**src/design/btgp_pkg.sv**
```systemverilog
// types and constants shared by the glyph placer modules
// no dependencies
package btgp_pkg;

    localparam logic [1:0] OP_LOAD  = 2'd0;
    localparam logic [1:0] OP_START = 2'd1;
    localparam logic [1:0] OP_CHAR  = 2'd2;

    localparam logic [1:0] KIND_DRAW  = 2'd0;
    localparam logic [1:0] KIND_ENDED = 2'd1;
    localparam logic [1:0] KIND_CUT   = 2'd2;

    localparam int CFG_INDEX_W = 3;
    localparam int CFG_DATA_W  = 16;

    localparam logic [CFG_INDEX_W-1:0] CFG_FIRST_CODE       = 3'd0;
    localparam logic [CFG_INDEX_W-1:0] CFG_LAST_CODE        = 3'd1;
    localparam logic [CFG_INDEX_W-1:0] CFG_LINE_HEIGHT      = 3'd2;
    localparam logic [CFG_INDEX_W-1:0] CFG_RIGHT_LIMIT      = 3'd3;
    localparam logic [CFG_INDEX_W-1:0] CFG_RIGHT_TO_LEFT    = 3'd4;
    localparam logic [CFG_INDEX_W-1:0] CFG_STOP_ON_OVERFLOW = 3'd5;

    localparam logic [7:0]         FIRST_CODE_RESET  = 8'd32;
    localparam logic [7:0]         LAST_CODE_RESET   = 8'd255;
    localparam logic [7:0]         LINE_HEIGHT_RESET = 8'd16;
    localparam logic signed [15:0] RIGHT_LIMIT_RESET = 16'sd3000;

    typedef struct packed {
        logic [1:0]         operation;
        logic [7:0]         char_code;
        logic [11:0]        src_x;
        logic [11:0]        src_y;
        logic [7:0]         glyph_width;
        logic signed [15:0] pos_x;
        logic signed [15:0] pos_y;
    } in_item_t;

    typedef struct packed {
        logic [1:0]         kind;
        logic [11:0]        rect_left;
        logic [11:0]        rect_top;
        logic [7:0]         rect_width;
        logic signed [15:0] dest_x;
        logic signed [15:0] dest_y;
    } out_item_t;

    typedef struct packed {
        logic [11:0] left;
        logic [11:0] top;
        logic [7:0]  width;
    } glyph_t;

    typedef struct packed {
        logic [7:0]         first_code;
        logic [7:0]         last_code;
        logic [7:0]         line_height;
        logic signed [15:0] right_limit;
        logic               right_to_left;
        logic               stop_on_overflow;
    } cfg_t;

    // request held in the pen stage
    typedef struct packed {
        logic               valid;
        logic [1:0]         op;
        logic [7:0]         code;
        logic signed [15:0] pos_x;
        logic signed [15:0] pos_y;
    } pen_req_t;

    typedef struct packed {
        logic      has_result;
        out_item_t item;
    } pen_rsp_t;

endpackage

```
**src/design/btgp_pen.sv**
```systemverilog
// pen stage: holds pen, line start and string state, decides each result
// depends on btgp_pkg
module btgp_pen #(
    parameter int NUM_CODES  = 256,
    parameter int COORD_BITS = 16
) (
    input  logic              clk,
    input  logic              rst_n,
    input  btgp_pkg::pen_req_t req,
    input  btgp_pkg::glyph_t  entry,
    input  btgp_pkg::cfg_t    cfg,
    input  logic              commit,
    output btgp_pkg::pen_rsp_t rsp
);

    localparam int CW    = COORD_BITS;
    localparam int CMP_W = ((CW > 16) ? CW : 16) + 2;

    logic [CW-1:0] pen_x_reg, pen_x_next;
    logic [CW-1:0] pen_y_reg, pen_y_next;
    logic [CW-1:0] line_x_reg, line_x_next;
    logic          halted_reg, halted_next;

    logic                    code_ok;
    logic                    in_table;
    logic                    draw_ok;
    logic [CW-1:0]           w_ext;
    logic [CW-1:0]           x_pre;
    logic signed [CMP_W-1:0] reach;
    logic signed [CMP_W-1:0] limit;
    logic                    over;
    logic [CW-1:0]           x_draw;
    logic [CW-1:0]           y_draw;

    assign code_ok  = req.code >= cfg.first_code;
    assign in_table = {1'b0, req.code} < 9'(NUM_CODES);
    assign draw_ok  = (req.code <= cfg.last_code) && in_table;
    assign w_ext    = CW'(entry.width);

    // right-to-left steps back before the glyph
    assign x_pre = cfg.right_to_left ? (pen_x_reg - w_ext) : pen_x_reg;

    // limit compare without wrap
    assign reach = CMP_W'($signed(x_pre)) + CMP_W'($signed({1'b0, entry.width}));
    assign limit = CMP_W'(cfg.right_limit);
    assign over  = reach > limit;

    assign x_draw = over ? line_x_reg : x_pre;
    assign y_draw = over ? (pen_y_reg + CW'(cfg.line_height)) : pen_y_reg;

    always_comb
    begin
        pen_x_next  = pen_x_reg;
        pen_y_next  = pen_y_reg;
        line_x_next = line_x_reg;
        halted_next = halted_reg;
        rsp         = '0;
        if (req.valid)
        begin
            case (req.op)
                btgp_pkg::OP_START:
                begin
                    pen_x_next  = CW'(req.pos_x);
                    pen_y_next  = CW'(req.pos_y);
                    line_x_next = CW'(req.pos_x);
                    halted_next = 1'b0;
                end
                btgp_pkg::OP_CHAR:
                begin
                    if (!halted_reg)
                    begin
                        if (!code_ok)
                        begin
                            rsp.has_result  = 1'b1;
                            rsp.item.kind   = btgp_pkg::KIND_ENDED;
                            rsp.item.dest_x = 16'(pen_x_reg);
                            rsp.item.dest_y = 16'(pen_y_reg);
                            halted_next     = 1'b1;
                        end
                        else if (draw_ok)
                        begin
                            rsp.has_result = 1'b1;
                            if (over && cfg.stop_on_overflow)
                            begin
                                rsp.item.kind   = btgp_pkg::KIND_CUT;
                                rsp.item.dest_x = 16'(x_pre);
                                rsp.item.dest_y = 16'(pen_y_reg);
                                pen_x_next      = x_pre;
                                halted_next     = 1'b1;
                            end
                            else
                            begin
                                rsp.item.kind       = btgp_pkg::KIND_DRAW;
                                rsp.item.rect_left  = entry.left;
                                rsp.item.rect_top   = entry.top;
                                rsp.item.rect_width = entry.width;
                                rsp.item.dest_x     = 16'(x_draw);
                                rsp.item.dest_y     = 16'(y_draw);
                                pen_x_next = cfg.right_to_left ? x_draw : (x_draw + w_ext);
                                pen_y_next = y_draw;
                            end
                        end
                    end
                end
                default:
                begin
                end
            endcase
        end
    end

    always_ff @(posedge clk or negedge rst_n)
    begin
        if (!rst_n)
        begin
            pen_x_reg  <= '0;
            pen_y_reg  <= '0;
            line_x_reg <= '0;
            halted_reg <= 1'b1;
        end
        else if (commit)
        begin
            pen_x_reg  <= pen_x_next;
            pen_y_reg  <= pen_y_next;
            line_x_reg <= line_x_next;
            halted_reg <= halted_next;
        end
    end

endmodule

```
**config.mk**
```make
export PLATFORM = sky130hd
export DESIGN_NAME = btgp_pen
export DESIGN_NICKNAME = d
export VERILOG_FILES = /design/src/design/btgp_pkg.sv /design/src/design/btgp_pen.sv
export SDC_FILE = /design/constraint.sdc
export NUM_CORES = 1
export LEC_CHECK = 0
export ABC_AREA = 1
export BUFFER_PORTS_ARGS = -buffer_cell sky130_fd_sc_hd__buf_4
export CORE_ASPECT_RATIO = 0.75
export CORE_MARGIN = 2
export CORE_UTILIZATION = 45
export DETAILED_ROUTE_END_ITERATION = 10
export GPL_ROUTABILITY_DRIVEN = 0
export PLACE_DENSITY = 0.7
export SLEW_MARGIN = 0
export SYNTH_ARGS = -nofsm -noshare
export SYNTH_HDL_FRONTEND = slang
export SYNTH_SLANG_ARGS = --single-unit
```
**constraint.sdc**
```tcl
create_clock -name clk -period 9.6 [get_ports clk]
set_input_delay 0 -clock clk [delete_from_list [all_inputs] [get_ports clk]]
set_output_delay 0 -clock clk [all_outputs]
set_load 0.05 [all_outputs]
```
* Yosys cells after proc, flatten, opt, wreduce, memory -nomap -nowiden
Index checks and enable logic that the tools add are counted.
** Word-level totals
- Register bits :: 49
- Output and inout bits :: 67
- Word-level logic and storage cells :: 52
** Cells by class
- Add/subtract/negate cells :: 4
- Order comparisons :: 3
- Muxes and demuxes :: 29
- Reductions and logical operators :: 6
- Equality and inequality tests :: 6
** Operators by type and width (count)
- $mux 67 :: 4
- $mux 16 :: 12
- $mux 32 :: 4
- $pmux 16 s2 :: 2
- $add 16x8->16 :: 2
- $add 16x9->17 :: 1
- $gt 17x16->1 :: 1
- $sub 16x8->16 :: 1
- $ge 8x8->1 :: 1
- $le 8x8->1 :: 1
- $ne 2x2->1 const B :: 4
- $reduce_and 7->1 :: 1
- $reduce_and 3->1 :: 2
- $reduce_and 6->1 :: 1
- $mux 1 :: 4
- $mux 3 :: 1
- $eq 2x1->1 const B :: 1
- $eq 2x2->1 const B :: 1
- $mux 2 :: 1
- $pmux 1 s2 :: 1
- $reduce_bool 2->1 :: 1
- $logic_and 1x1->1 :: 1

* Longest topological paths before layout
Gate-level depths: netlist of run 1.
- Word-level depth :: 12
- Mapped depth :: 53
- Mapped depth without buffers :: 51

* Worst setup path before layout of run 1
OpenSTA, ideal clock, no wires.
- Path kind :: register -> register
- Start :: reg pen_x_reg[0]
- End :: reg pen_x_reg[10]
- Slack :: 3.197 ns
- Required time :: 9.469 ns
- Data arrival time :: 6.272 ns
- Cell stages (with the launch flop) :: 48
- Path buffers :: 2
- Setup time :: 0.131 ns
- Cells stage by stage :: dfrtp_1 inv_1 ha_1 fa_1 o21ai_0 inv_1 fa_1 o21ai_1 nand3_1 nand2_1 nand2_1 o21ai_1 inv_1 nor2_1 nand2_1 nor2_1 nand3_1 o21ai_1 [... 12 more ...] o21a_1 inv_1 ha_1 inv_1 fa_1 o21ai_0 nand3_1 nand2_1 nand2_1 nand2_1 a21o_1 nand2_1 nor2_2 nand2_1 nand3_1 nand2_1 nand2_1 o21ai_1
** Between the ends
- Word-level cells in the longest chain between the ends :: 12
** Ends and longest elaborated chain
- from (decl) :: RTL line btgp_pen.sv:19 : logic [CW-1:0] pen_x_reg, pen_x_next;
- from (signal assigned) :: RTL line btgp_pen.sv:123 : pen_x_reg <= pen_x_next;
- $sub 16x8->16 :: RTL line btgp_pen.sv:41 : assign x_pre = cfg.right_to_left ? (pen_x_reg - w_ext) : pen_x_reg;
- $mux 16 * :: RTL line btgp_pen.sv:41
- $add 16x9->17 :: RTL line btgp_pen.sv:44 : assign reach = CMP_W'($signed(x_pre)) + CMP_W'($signed({1'b0, entry.width}));
- $gt 17x16->1 :: RTL line btgp_pen.sv:46 : assign over = reach > limit;
- $mux 16 :: RTL line btgp_pen.sv:48 : assign x_draw = over ? line_x_reg : x_pre;
- $add 16x8->16 :: RTL line btgp_pen.sv:99 : pen_x_next = cfg.right_to_left ? x_draw : (x_draw + w_ext);
- $mux 16 :: RTL line btgp_pen.sv:99
- $mux 16 * :: RTL line btgp_pen.sv:83 : if (over && cfg.stop_on_overflow)
- $mux 16 * :: RTL line btgp_pen.sv:80 : else if (draw_ok)
- $mux 16 * :: RTL line btgp_pen.sv:72 : if (!code_ok)
- $mux 16 * :: RTL line btgp_pen.sv:70 : if (!halted_reg)
- $pmux 16 s2 * :: RTL line btgp_pen.sv:60 : case (req.op)
Every way passes the cells marked *; elsewhere a longest branch is shown, timed or not. The select of a mux whose other input is x is not followed.
A chain may end at the register's enable or synchronous reset.

==> results of run 1 <==
## cells by family (layout without fill, tap and decap cells)
family,Yosys count,count (layout),share of synthesized area
AND/OR/NAND/NOR,508,508,0.3276
multiplexers,5,5,0.008072
XOR/XNOR,38,38,0.04880
AO/OA/AOI/OAI,210,210,0.1754
buffers and inverters,195,360,0.1200
flip-flops,49,49,0.1800
adder cells (fa/ha/maj),74,74,0.1402
## cells in the mapped netlist, drive strengths merged, types with 3 or more instances
master  number
mux2         4
xor2        25
nor2       101
o21a         3
inv        150
o21ai       94
nand4       12
dfrtp       48
a211oi      16
nor3b       25
fa           4
clkbuf      20
a31oi        5
ha          70
a21o         3
xnor2       13
o211ai       8
a21oi       71
buf         23
nor3        16
o21bai       4
nand2      299
a311oi       3
nand3       48
## per-stage QoR
step / setup slack [ns] / hold WS [ns] / power (mW) / instances / util
2_1_floorplan: 3.197 / -0.2956 / 1.309 / 1079 / -
3_3_place_gp: 2.509 / 0.07218 / 1.568 / 1426 / 0.5633
3_5_place_dp: 2.288 / 0.08208 / 1.581 / 1426 / 0.5633
4_1_cts: 1.961 / 0.007995 / 1.770 / 1444 / 0.5796
5_1_grt: 1.214 / 0.01787 / 1.965 / 1444 / 0.5796
6_report: 1.898 / 0.003888 / 1.783 / 1444 / 0.5796
## worst max-delay path: cells and delay by family, from the launching register on
| family | cells | cell delay, ns |
|---|---|---|
| and+or+nand+nor | 14 | 2.68 |
| AOI/OAI and AO/OA | 8 | 1.32 |
| buffers and inverters | 6 | 1.36 |
| DFF | 1 | 0.37 |
| adders and majority gates | 4 | 1.32 |
| xor gates and xnor gates | 2 | 0.30 |
## final cells by class
type | instances | area (um^2)
clock buffer | 6 | 128.9
fill | 1492 | 6156
timing repair buffer | 200 | 1526
clock inverter | 2 | 10.01
multi-input combinational | 835 | 4775
sequential | 49 | 1227
tap | 200 | 250.2
inverter | 152 | 570.5
## worst max path at each step
stage                                  start                         to  slack [ns]  cells past startpoint
finish              pen_x_reg[0]$_DFFE_PN0P_                    rsp[15]        1.90                     34
global route        pen_x_reg[0]$_DFFE_PN0P_                     rsp[2]        1.21                     31
CTS                 pen_x_reg[0]$_DFFE_PN0P_                    rsp[15]        1.96                     34
detailed placement  pen_x_reg[0]$_DFFE_PN0P_                    rsp[15]        2.29                     34
floorplan           pen_x_reg[0]$_DFFE_PN0P_  pen_x_reg[10]$_DFFE_PN0P_        3.20                     47
global placement    pen_x_reg[0]$_DFFE_PN0P_                    rsp[15]        2.51                     34
## where the power goes
| part | internal, mW | switching (mW) | leakage (nW) |
|---|---|---|---|
| registers | 0.266 | 0.0625 | 0.597 |
| clock network | 0.0962 | 0.0831 | 0.0706 |
| logic | 0.449 | 0.827 | 3.88 |
| total | 0.811 | 0.972 | 4.55 |
## metal layers
layer	vias to the layer above	GRT usage	wire length, um
met5	-	0	13
met4	2	0.06019	483
met3	38	0.05041	1864
met2	349	0.4053	9033
met1	3347	0.3860	10320
li1	3843	-	-
==> results.md, run 1 <==
- The flow ran to the end, and the final reports show no timing, DRC or antenna violations.
- In the final timing run, aggregate negative setup slack is 0 ns.
- The routed design could run at a clock period as short as 7.702 ns.
- The layout overhead on the synthesized area is 24.45%.
- For this run, the top clock speed supported by timing is about 130 MHz.
- Port buffering added between 150 and 200 buffers.
- The floorplan step defined a die boundary enclosing 16170 um^2.
- After detailed placement, the total cell area comes to about 8200 um^2.
- Setup repair after global routing left no endpoint under its margin.
- The clock-pin transition on the worst setup and hold timing paths is 0.07 ns.
- After detailed routing, the number of remaining DRC violations is 0.
- The placed wire-length estimate is 17080 um.
- Along the worst hold path, the cell count comes to 3.
- The slowest stage of the critical path belongs to the cell sky130_fd_sc_hd__inv_1.
- Wires add up to 21710 um.
- The final setup skew is 0.007717 ns.
- The remaining max-slew budget at the tightest pin is 0.3280.
- For this block, the initial DRC count from the detailed router was 673.
- The die span in x is between 100 and 150 um.
- The number of global-route vias before repair is 7022.
- When the netlist entered floorplanning its net count stood at around 1300.
- Counting flops with a built-in enable in the synthesized netlist gives 0.
- The cell area after technology mapping is about 7000 um^2.
- The total setup buffers inserted after CTS is 0.
- In this run, distinct cell masters in the synthesized netlist total 48.
- The proportion of register bits with asynchronous set or reset after synthesis is 1.000.
- TritonCTS built the clock tree.
- The kind of launch point of the worst setup path is a flop.
- The first-pass GRT wire length is 35240 um.
- Synthesis produced a netlist whose cell count is roughly 1100.
- The primary flip-flop cell chosen by synthesis mapping is sky130_fd_sc_hd__dfrtp_1.
- The tool flagged a number of max-cap violations equal to 0.
- The die is 110.6 um tall.
- The routed length per placed instance is 15.03 um.
- The number of rows created at floorplan is 38.
- In the routed layout, each cell is associated on average with a via count of 5.249.
- Across every metal layer, demand over resource in global routing totals 0.2651.
- Global routing finished with a remaining overflow of 0.
- The initial cell density of the core is 0.4657.
- STA puts the critical path data arrival time at 7.70 ns.
- In this run the critical register-to-register path is launched from pen_x_reg[0]$_DFFE_PN0P_.
- The worst setup path is of the reg -> out kind.
- The critical path data required time is roughly 9.6 ns.
- STA classifies the critical path endpoint as a primary output.
- The final worst-path cycle share is 0.8023.
- The layout cell share with drive strength beyond 1 is 0.1937.
- The delay of the slowest cell on the worst path is roughly 0.66 ns.
- For this design the static power due to leakage is 4.545 nW.
- The count of endpoints failing hold in the final timing report is 0.
- The total number of vias is 7579.
- The endpoint identified for the worst register-to-register timing path is pen_x_reg[10]$_DFFE_PN0P_.
- Sorting the synthesized cells by area gives the leading types as sky130_fd_sc_hd__dfrtp_1 18%, sky130_fd_sc_hd__nand2_1 16%, sky130_fd_sc_hd__ha_1 13%, sky130_fd_sc_hd__inv_1 8.1%, sky130_fd_sc_hd__nor2_1 5.2%.
- The register bit count reported by yosys is 49.
- IR analysis of the VDD net gives a maximum drop of 0.00009957 V.
- The post-route cell area is 8488 um^2.
- The cell type contributing the most total cell area after synthesis is sky130_fd_sc_hd__dfrtp_1.
- The total number of H-tree levels is 2.
- After synthesis, the mean cell area works out to 6.321 um^2.
- In the layout the commonest cells are 285 x sky130_fd_sc_hd__nand2_1, 190 x sky130_fd_sc_hd__buf_4, 148 x sky130_fd_sc_hd__inv_1.
- The master cell of the clock root buffer is sky130_fd_sc_hd__clkbuf_16.
- Of all nets on the critical path, the largest fanout is 45.
- The number of max-slew violations in the final report is 0.
- The area inside the core boundary is 14640 um^2.
- The worst hold path terminates at line_x_reg[14]$_DFFE_PN0P_.
- For the pin with the worst max-slew slack, the measured transition is 1.006 ns.
- For this design, the CTS-stage hold fixing added 10 buffers.
- Entering global routing, the biggest net connects 50 pins.
- The first detailed-routing pass took 5 iterations.
- The share of the Yosys chip area taken by registers is 0.1800.
- The area share of the largest cell type after synthesis is 0.1761.
- In this run, post-CTS repair resized a total of 0 instances.
- The cell with the most instances on the worst path is sky130_fd_sc_hd__nand2_1.
- In this run the most critical hold path is launched from req[30].
- The clock insertion delay at the later pin of the skew report is 0.30 ns.
- In this run the register-to-register setup slack is 2.25 ns.
- The initial antenna violation count was 1.
- The CTS buffer count is 5.
- In the final design database the tool counted approximately 1400 nets.
- The clock passes through at most 2 buffers.
- During I/O placement, the number of pins put on the boundary was about 190.
- The most common library cell in the layout ignoring fill and taps is sky130_fd_sc_hd__nand2_1.
- The number of warnings issued by yosys is 0.
- The worst reg-to-reg path cell count is 46.
- The power density normalized to cell area is 210.1 nW/um^2.
- The count of nets left with antenna violations once routing finished came out at 0.
- The clock net sink count is 49.
- In this run the worst hold path is classified as in -> reg.
- The final count of negative-setup-slack endpoints is 0.
- The number of diodes is 0.
Note: power is estimated with default switching activity, not from simulation.
==> run 2: changes to the inputs <==
==> constraint.sdc (replaced) <==
create_clock -name clk -period 7.3 [get_ports clk]
set_input_delay 0 -clock clk [delete_from_list [all_inputs] [get_ports clk]]
set_output_delay 0 -clock clk [all_outputs]
set_load 0.05 [all_outputs]
==> results.md, run 2 (synthesis results as in run 1) <==
- The largest net degree at the start of global routing was 50 (unchanged).
- The number of I/O port buffers came to 186 (unchanged).
- After layout, the minimum clock period comes to ~6.8 ns.
- Dividing the final minimum period by the clock period gives 0.9252.
- The overall overflow remaining after global route came to 0 (unchanged).
- The total number of H-tree levels is 2 (unchanged).
- The placed instance area is 8294 um^2 (+0.55%).
- TritonCTS built the clock tree.
- The number of maximum-capacitance constraint violations is 0 (unchanged).
- Static timing analysis puts the maximum clock frequency at 148.1 MHz.
- The total routing usage reported by global routing is 0.2690 (+0.003933).
- The worst hold path belongs to the class in -> reg.
- The number of cells after detailed placement is 1432 (+0.42%).
- The count of endpoints failing hold in the final timing report is 5 (+5).
- The most numerous cell type found on the critical path is sky130_fd_sc_hd__nand2_1.
- The final setup slack of the worst path is 0.5462 ns (-1.351 ns).
- The delay of the slowest cell on the worst path is 0.45 ns (-0.21 ns).
- The number of global-route vias before repair is 7133 (+1.6%).
- The cell count of the worst hold path was 3 (unchanged).
- The per-cell via count in the routed design is 5.242 (-0.12%).
- The number of primary I/O pins came to 187 (unchanged).
- The CTS buffer count was 5 (unchanged).
- The routed length per placed instance is 15.24 um (+1.3%).
- The iteration-0 DRC count of the detailed router was 492 (-27%).
- The library cell used most frequently in the layout, excluding fill and tap cells, is sky130_fd_sc_hd__nand2_1.
- In this run the worst setup path begins at pen_x_reg[2]$_DFFE_PN0P_.
- The post-layout instance count excluding filler cells was 1453 (+0.62%).
- The area inside the core boundary came to 14640 um^2 (unchanged).
- The master of the slowest instance on the critical path is sky130_fd_sc_hd__a311oi_1.
- The worst reg-to-reg path cell count came to 46 (unchanged).
- The number of diodes came to 0 (unchanged).
- The post-route cell area was 8638 um^2 (+1.8%).
- The sum of negative setup slack is 0 ns (unchanged).
- The die span in x is 146.2 um (unchanged).
- The initial cell density of the core is 0.4657 (unchanged).
- The worst slack on hold paths is -0.009765 ns (-0.01365 ns).
- The critical hold path startpoint is req[25].
- The master cell of the clock root buffer is sky130_fd_sc_hd__clkbuf_16.
- The worst path buffer plus inverter count is 8 (+2).
- The slew at the pin with the worst max-slew slack came to 1.047 ns (+0.04117 ns).
- The standby leakage power was 4.609 nW (+1.4%).
- The family with the most delay on the worst path is simple AND/OR/NAND/NOR gates.
- The category of the worst setup path capture point is a primary output.
- The critical path data required time was 7.30 ns (-2.30 ns).
- The data arrival time at the worst-slack endpoint came to 6.75 ns (-0.95 ns).
- The maximum number of buffers from clock root to sink is 2 (unchanged).
- The top cell types in the final layout, fill and taps aside, are 285 x sky130_fd_sc_hd__nand2_1, 198 x sky130_fd_sc_hd__buf_4, 148 x sky130_fd_sc_hd__inv_1.
- The clock net sink count is 49 (unchanged).
- The total number of vias is 7617 (+0.50%).
- The initial antenna violation count was 0 (-1).
- The remaining max-slew budget at the tightest pin is 0.3002 (-0.02778).
- The worst setup timing slack at the placement stage came to 0.2930 ns (-1.995 ns).
- The final setup skew was 0.008904 ns (+0.001187 ns).
- The aggregate routed wire length is 22140 um (+2.0%).
- The die area came to 16170 um^2 (unchanged).
- The first-pass detailed-route iteration total is 7 (+2).
- The top fanout value on the critical path is 18 (-60%).
- The cell count along the critical path is 37 (+8.8%).
- The critical path is of the reg -> out type.
- The final count of negative-setup-slack endpoints came to 0 (unchanged).
- The run finished, with violations left.
- The kind of launch point of the worst setup path is a flop.
- The peak supply drop is 0.0001606 V (+61%).
- The final routed DRC violation total is 0 (unchanged).
- The power density normalized to cell area is 283.0 nW/um^2 (+35%).
- The placed wire-length estimate is 17000 um (-0.44%).
- In this run the critical register-to-register path is launched from pen_x_reg[2]$_DFFE_PN0P_.
- The first-pass GRT wire length is 35600 um (+1.0%).
- The layout overhead on the synthesized area is 26.66%.
- The floorplan die height is 110.6 um (unchanged).
- The post-detailed-route count of antenna-violating nets is 0 (unchanged).
- The checks that failed: hold timing.
- The number of rows created at floorplan is 38 (unchanged).
- The count of nets after finishing is 1446 (+0.63%).
- The number of max-slew violations in the final report came to 0 (unchanged).
- The clock-pin transition on the worst setup and hold timing paths came to 0.08 ns (about the same).
- The layout cell share with drive strength beyond 1 is 0.2059 (+0.01218).
- The clock insertion delay at the later pin of the skew report is 0.30 ns (about the same).
==> run 2: changes by cell type in the layout (fill, tap and decap cells not counted), moves of 2 or more <==
| cell | delta |
|---|---|
| sky130_fd_sc_hd__o21ai_0 | -6 |
| sky130_fd_sc_hd__clkinv_2 | -2 |
| sky130_fd_sc_hd__o21ai_1 | +2 |
| sky130_fd_sc_hd__buf_4 | +8 |
| sky130_fd_sc_hd__nor2_1 | -2 |
| sky130_fd_sc_hd__nor2_2 | +2 |
| sky130_fd_sc_hd__o21ai_2 | +4 |
==> run 2: worst register-to-register path, delay by kind of cell (launching register included) <==
family	cells	cell delay (ns)
buffers and inverters	3	0.18
AOI/OAI and AO/OA	8	1.15
and+or+nand+nor	28	2.82
DFF	1	0.44
xor gates and xnor gates	2	0.33
adders and majority gates	5	1.67
==> run 2: worst paths after layout <==
path                                                  end  slack (ns)
worst max-delay path                              rsp[18]        0.55
worst min-delay path            line_x_reg[9]$_DFFE_PN0P_       -0.01
worst max register to register  pen_x_reg[10]$_DFFE_PN0P_        0.59
worst min register to register  line_x_reg[7]$_DFFE_PN0P_        0.49
max in group asynchronous        pen_y_reg[3]$_DFFE_PN0P_        6.56
min in group asynchronous       line_x_reg[9]$_DFFE_PN0P_        0.27
==> run 2: final cells by class <==
cell class | instances | area [um^2]
clock buffers | 5 | 125.1
clock inverters | 3 | 46.29
fillers | 1423 | 6006
inverters | 152 | 570.5
multi-input cells | 835 | 4822
flip-flops and latches | 49 | 1227
well taps | 200 | 250.2
repair buffers | 209 | 1597
==> run 2: repair_timing <==
| item | 4_1_cts | 5_1_grt |
|---|---|---|
| hold endpoints to repair | 63 | 0 |
| setup buffers | 0 | 2 |
| hold buffers | 11 | 0 |
| gates resized for setup | 0 | 17 |
| endpoints found under the setup margin | 0 | 73 |
==> run 2: power breakdown <==
part           switching [mW]  internal, mW
logic                    1.11         0.625
clock network           0.120         0.163
registers              0.0803         0.349
total                    1.31          1.14
==> run 2: per-layer routing <==
metal  part of all wire  track usage  vias to the layer above
met5                  0            0                        -
met4              0.010      0.04984                        0
met3              0.084      0.04793                       20
met2               0.44       0.4308                      334
met1               0.47       0.3825                     3406
li1                   -            -                     3857
==> run 2: per-stage QoR <==
step                        util  power (mW)
after floorplan                -       1.721
after global placement    0.5664       2.071
after detailed placement  0.5664       2.086
after CTS                 0.5856       2.382
after global routing      0.5899       2.677
final                     0.5899       2.445
==> run 3: changes to the inputs <==
--- a/config.mk
+++ b/config.mk
@@ -5,14 +5,13 @@
 export SDC_FILE = /design/constraint.sdc
 export NUM_CORES = 1
 export LEC_CHECK = 0
-export ABC_AREA = 1
 export BUFFER_PORTS_ARGS = -buffer_cell sky130_fd_sc_hd__buf_4
 export CORE_ASPECT_RATIO = 0.75
 export CORE_MARGIN = 2
 export CORE_UTILIZATION = 45
 export DETAILED_ROUTE_END_ITERATION = 10
 export GPL_ROUTABILITY_DRIVEN = 0
-export PLACE_DENSITY = 0.7
+export PLACE_DENSITY = 0.71
 export SLEW_MARGIN = 0
 export SYNTH_ARGS = -nofsm -noshare
 export SYNTH_HDL_FRONTEND = slang
==> results.md, run 3 <==
- The flow ran to the end, and the final reports show no timing, DRC or antenna violations.
- The master of the slowest instance on the critical path is sky130_fd_sc_hd__or4b_4.
- The sequential group share of total power is 0.176 (about the same).
- The count of endpoints failing hold in the final timing report is 0 (-5).
- The cell area after technology mapping came to 6531 um^2 (-4.2%).
- The xor/xnor cell area share of the yosys netlist is 0.06303 (+0.01423).
- The worst setup path is launched from a flop.
- The sum of met3 wire segment lengths after detailed routing is 1822 um (-2.6%).
- The primary flip-flop cell chosen by synthesis mapping is sky130_fd_sc_hd__dfrtp_1.
- The multiplexer area fraction after synthesis came to 0.06590 (+0.05783).
- The number of rows created at floorplan is 38 (unchanged).
- The cell type contributing the most total cell area after synthesis is sky130_fd_sc_hd__dfrtp_1.
- The detailed-routing wirelength on met1 is 10020 um (-3.1%).
- The aggregate routed wire length is 22520 um (+1.7%).
- The data arrival time at the worst-slack endpoint is 7.23 ns (+0.48 ns).
- The fraction of power consumed by the clock network is 0.112 (-0.004).
- The complex-gate fraction of the synthesized area is 0.2352 (+0.05987).
- The clock insertion delay at the later pin of the skew report is 0.29 ns (about the same).
- The register bit count reported by yosys is 49 (unchanged).
- The most common library cell in the layout ignoring fill and taps is sky130_fd_sc_hd__buf_4.
- The clock-pin transition on the worst setup and hold timing paths came to 0.07 ns (about the same).
- The number of warnings issued by yosys is 0 (unchanged).
- The area share of the largest cell type after synthesis is 0.1839 (+0.007794).
- The initial antenna violation count was 0 (unchanged).
- The sequential share of the synthesized area came to 0.1879 (+0.007964).
- The overall overflow remaining after global route is 0 (unchanged).
- The first-pass GRT wire length came to 35180 um (-1.2%).
- The cell sitting at the root of the clock tree is a sky130_fd_sc_hd__clkbuf_16.
- The routed length per placed instance is 17.00 um (+12%).
- The per-instance average area after synthesis came to 7.533 um^2 (+19%).
- The post-synthesis adder-cell area fraction came to 0.1464 (+0.006202).
- The layout cell share with drive strength beyond 1 came to 0.3049 (+0.09898).
- The number of max-slew violations in the final report was 0 (unchanged).
- The first-pass detailed-route iteration total is 5 (-2).
- The cell count after synthesis is 867 (-20%).
- The final count of negative-setup-slack endpoints is 0 (unchanged).
- The highest routing layer actually used is met4.
- The final setup skew was 0.004686 ns (-0.004218 ns).
- The initial cell density of the core is 0.4564 (-0.009365).
- The category of the worst setup path capture point is a flop.
- The min-delay analysis places its worst path in the category in -> reg.
- The cell with the most instances after synthesis is sky130_fd_sc_hd__nand2_1.
- The number of flops mapped to enable cells by yosys is 0 (unchanged).
- The slew at the pin with the worst max-slew slack is 1.182 ns (+0.1353 ns).
- The number of nets produced by synthesis was 1061 (-17%).
- The critical path data required time was 7.52 ns (+0.22 ns).
- The clock net sink count is 49 (unchanged).
- The worst slack on hold paths came to 0.01635 ns (+0.02611 ns).
- The proportion of register bits with asynchronous set or reset after synthesis is 1.000 (unchanged).
- The die span in x is 143.1 um (-2.1%).
- The switching power share of the total came to 0.4671 (-0.06768).
- The CTS buffer count is 5 (unchanged).
- The post-detailed-route count of antenna-violating nets was 0 (unchanged).
- Compared with the post-synthesis result, the final layout area differs by 42.24%.
- After synthesis, the largest family of logic cells by area is compound AO/OA/AOI/OAI gates.
- The maximum number of buffers from clock root to sink is 2 (unchanged).
- The number of diodes is 0 (unchanged).
- The number of primary I/O pins was 187 (unchanged).
- The number of maximum-capacitance constraint violations is 0 (unchanged).
- TritonCTS built the clock tree.
- The power density normalized to cell area was 272.5 nW/um^2 (-3.7%).
- The count of nets after finishing is 1318 (-8.9%).
- The standby leakage power was 4.482 nW (-2.8%).
- The final routed DRC violation total is 0 (unchanged).
- The utilization after layout is 0.6492 (+0.05927).
- The delay of the slowest cell on the worst path is 0.52 ns (+0.07 ns).
- The top fanout value on the critical path is 4 (-14).
- The per-cell via count in the routed design is 5.636 (+7.5%).
- The largest net degree at the start of global routing was 50 (unchanged).
- The library cells used most frequently in the layout, excluding fill and tap cells, are 265 x sky130_fd_sc_hd__buf_4, 79 x sky130_fd_sc_hd__nand2_1, 74 x sky130_fd_sc_hd__inv_1.
- The total routing usage reported by global routing came to 0.2846 (+0.01562).
- The cell-internal power was 1.349 mW (+19%).
- The number of distinct library cells after synthesis came to 69 (+44%).
- The placed wire-length estimate is 17020 um (about the same).
- The total number of H-tree levels is 2 (unchanged).
- The total number of vias is 7468 (-2.0%).
- The switching power of the nets is 1.182 mW (-9.6%).
- The floorplan die height is 108.3 um (-2.1%).
- The maximum clock frequency came to 142.7 MHz (-3.6%).
- Sorting the synthesized cells by how often they occur yields 80 x sky130_fd_sc_hd__nand2_1, 76 x sky130_fd_sc_hd__inv_1, 70 x sky130_fd_sc_hd__ha_1, 70 x sky130_fd_sc_hd__nor2_1, 65 x sky130_fd_sc_hd__a21oi_1.
- The simple-gate share of the synthesized area is 0.2328 (-0.09489).
- The area inside the core boundary is 14310 um^2 (-2.3%).
- The number of global-route vias before repair is 6942 (-2.7%).
- The number of I/O port buffers is 186 (unchanged).
- The combinational cell fraction of total power was 0.712 (+0.004).
- In the post-synthesis netlist, the biggest area contributors are sky130_fd_sc_hd__dfrtp_1 18%, sky130_fd_sc_hd__ha_1 13%, sky130_fd_sc_hd__a21oi_1 5.0%, sky130_fd_sc_hd__xnor2_1 4.8%, sky130_fd_sc_hd__nand2_1 4.6%.
- The final critical path time including I/O delays and setup is 7.006 ns (+0.2523 ns).
- The final worst-path cycle share is 0.9597 (+0.03456).
- The peak supply drop came to 0.0001322 V (-18%).
- The die area came to 15500 um^2 (-4.1%).
- The remaining max-slew budget at the tightest pin is 0.2091 (-0.09115).
- The iteration-0 DRC count of the detailed router is 548 (+11%).
- The category of the critical setup timing path is reg -> reg.
- The routed wire length on met2 is 10270 um (+5.9%).
## run 3: routing by layer
| layer | up-vias | GRT usage |
|---|---|---|
| met1 | 3480 | 0.4037 |
| met3 | 36 | 0.04827 |
| li1 | 3611 | - |
| met2 | 341 | 0.4576 |
| met4 | 0 | 0.05658 |
| met5 | - | 0 |
## run 3: per-stage QoR
step	TNS, ns	worst slack (ns)	instance area, um^2	total power, mW	cells
after floorplan	0	0.04394	6540	1.529	867
after global placement	0	0.0008900	8586	2.053	1284
after detailed placement	-0.6110	-0.2023	8586	2.084	1284
after CTS	0	0.1137	9059	2.402	1319
after global routing	-0.05633	-0.03322	9290	2.733	1325
final	0	0.2940	9290	2.531	1325
## run 3: repair_timing
item	4_1_cts	5_1_grt
hold buffers	27	0
pin swaps	2	22
setup endpoints to repair	9	19
resized for setup	8	39
endpoints found under the hold margin	74	0
setup buffers	0	6
## run 3: final cells by class
class                           count  area (um^2)
Fill cell                        1242         5021
Multi-Input combinational cell    699         5084
Timing Repair Buffer              293         2271
Clock buffer                        7        142.6
Clock inverter                      1        30.03
Tap cell                          200        250.2
Sequential cell                    49         1227
Inverter                           76        285.3
## run 3: final timing paths
kind                            slack (ns)                         end  cells past startpoint                 startpoint
worst min-delay path                  0.02    pen_y_reg[7]$_DFFE_PN0P_                      3                     req[7]
max in group asynchronous             6.52   line_x_reg[1]$_DFFE_PN0P_                      2                      rst_n
worst max register to register        0.29   pen_x_reg[13]$_DFFE_PN0P_                     33   pen_x_reg[0]$_DFFE_PN0P_
worst max-delay path                  0.29   pen_x_reg[13]$_DFFE_PN0P_                     33   pen_x_reg[0]$_DFFE_PN0P_
min in group asynchronous             0.29  line_x_reg[11]$_DFFE_PN0P_                      2                      rst_n
worst min register to register        0.53   line_x_reg[7]$_DFFE_PN0P_                      1  line_x_reg[7]$_DFFE_PN0P_
## run 3: power groups by stage
| stage | registers, mW | clock network (mW) | logic [mW] |
|---|---|---|---|
| 2_1_floorplan | 0.405 | 0 | 1.12 |
| 3_3_place_gp | 0.442 | 0 | 1.61 |
| 3_5_place_dp | 0.445 | 0 | 1.64 |
| 4_1_cts | 0.441 | 0.283 | 1.68 |
| 5_1_grt | 0.456 | 0.296 | 1.98 |
| 6_report | 0.446 | 0.282 | 1.80 |
## run 3: critical path: cells and delay by family (launching register included)
| kind | cells | cell delay (ns) |
|---|---|---|
| AOI/OAI and AO/OA | 13 | 2.59 |
| xor gates and xnor gates | 3 | 0.40 |
| adders and majority gates | 5 | 1.49 |
| buffers and inverters | 5 | 0.48 |
| DFF | 1 | 0.37 |
| muxes | 2 | 0.51 |
| and+or+nand+nor | 5 | 1.10 |
## run 3: cell families after synthesis
family | Yosys count
AND/OR/NAND/NOR | 306
buffers and inverters | 119
XOR/XNOR | 47
multiplexers | 40
adder cells (fa/ha/maj) | 74
AO/OA/AOI/OAI | 232
flip-flops | 49
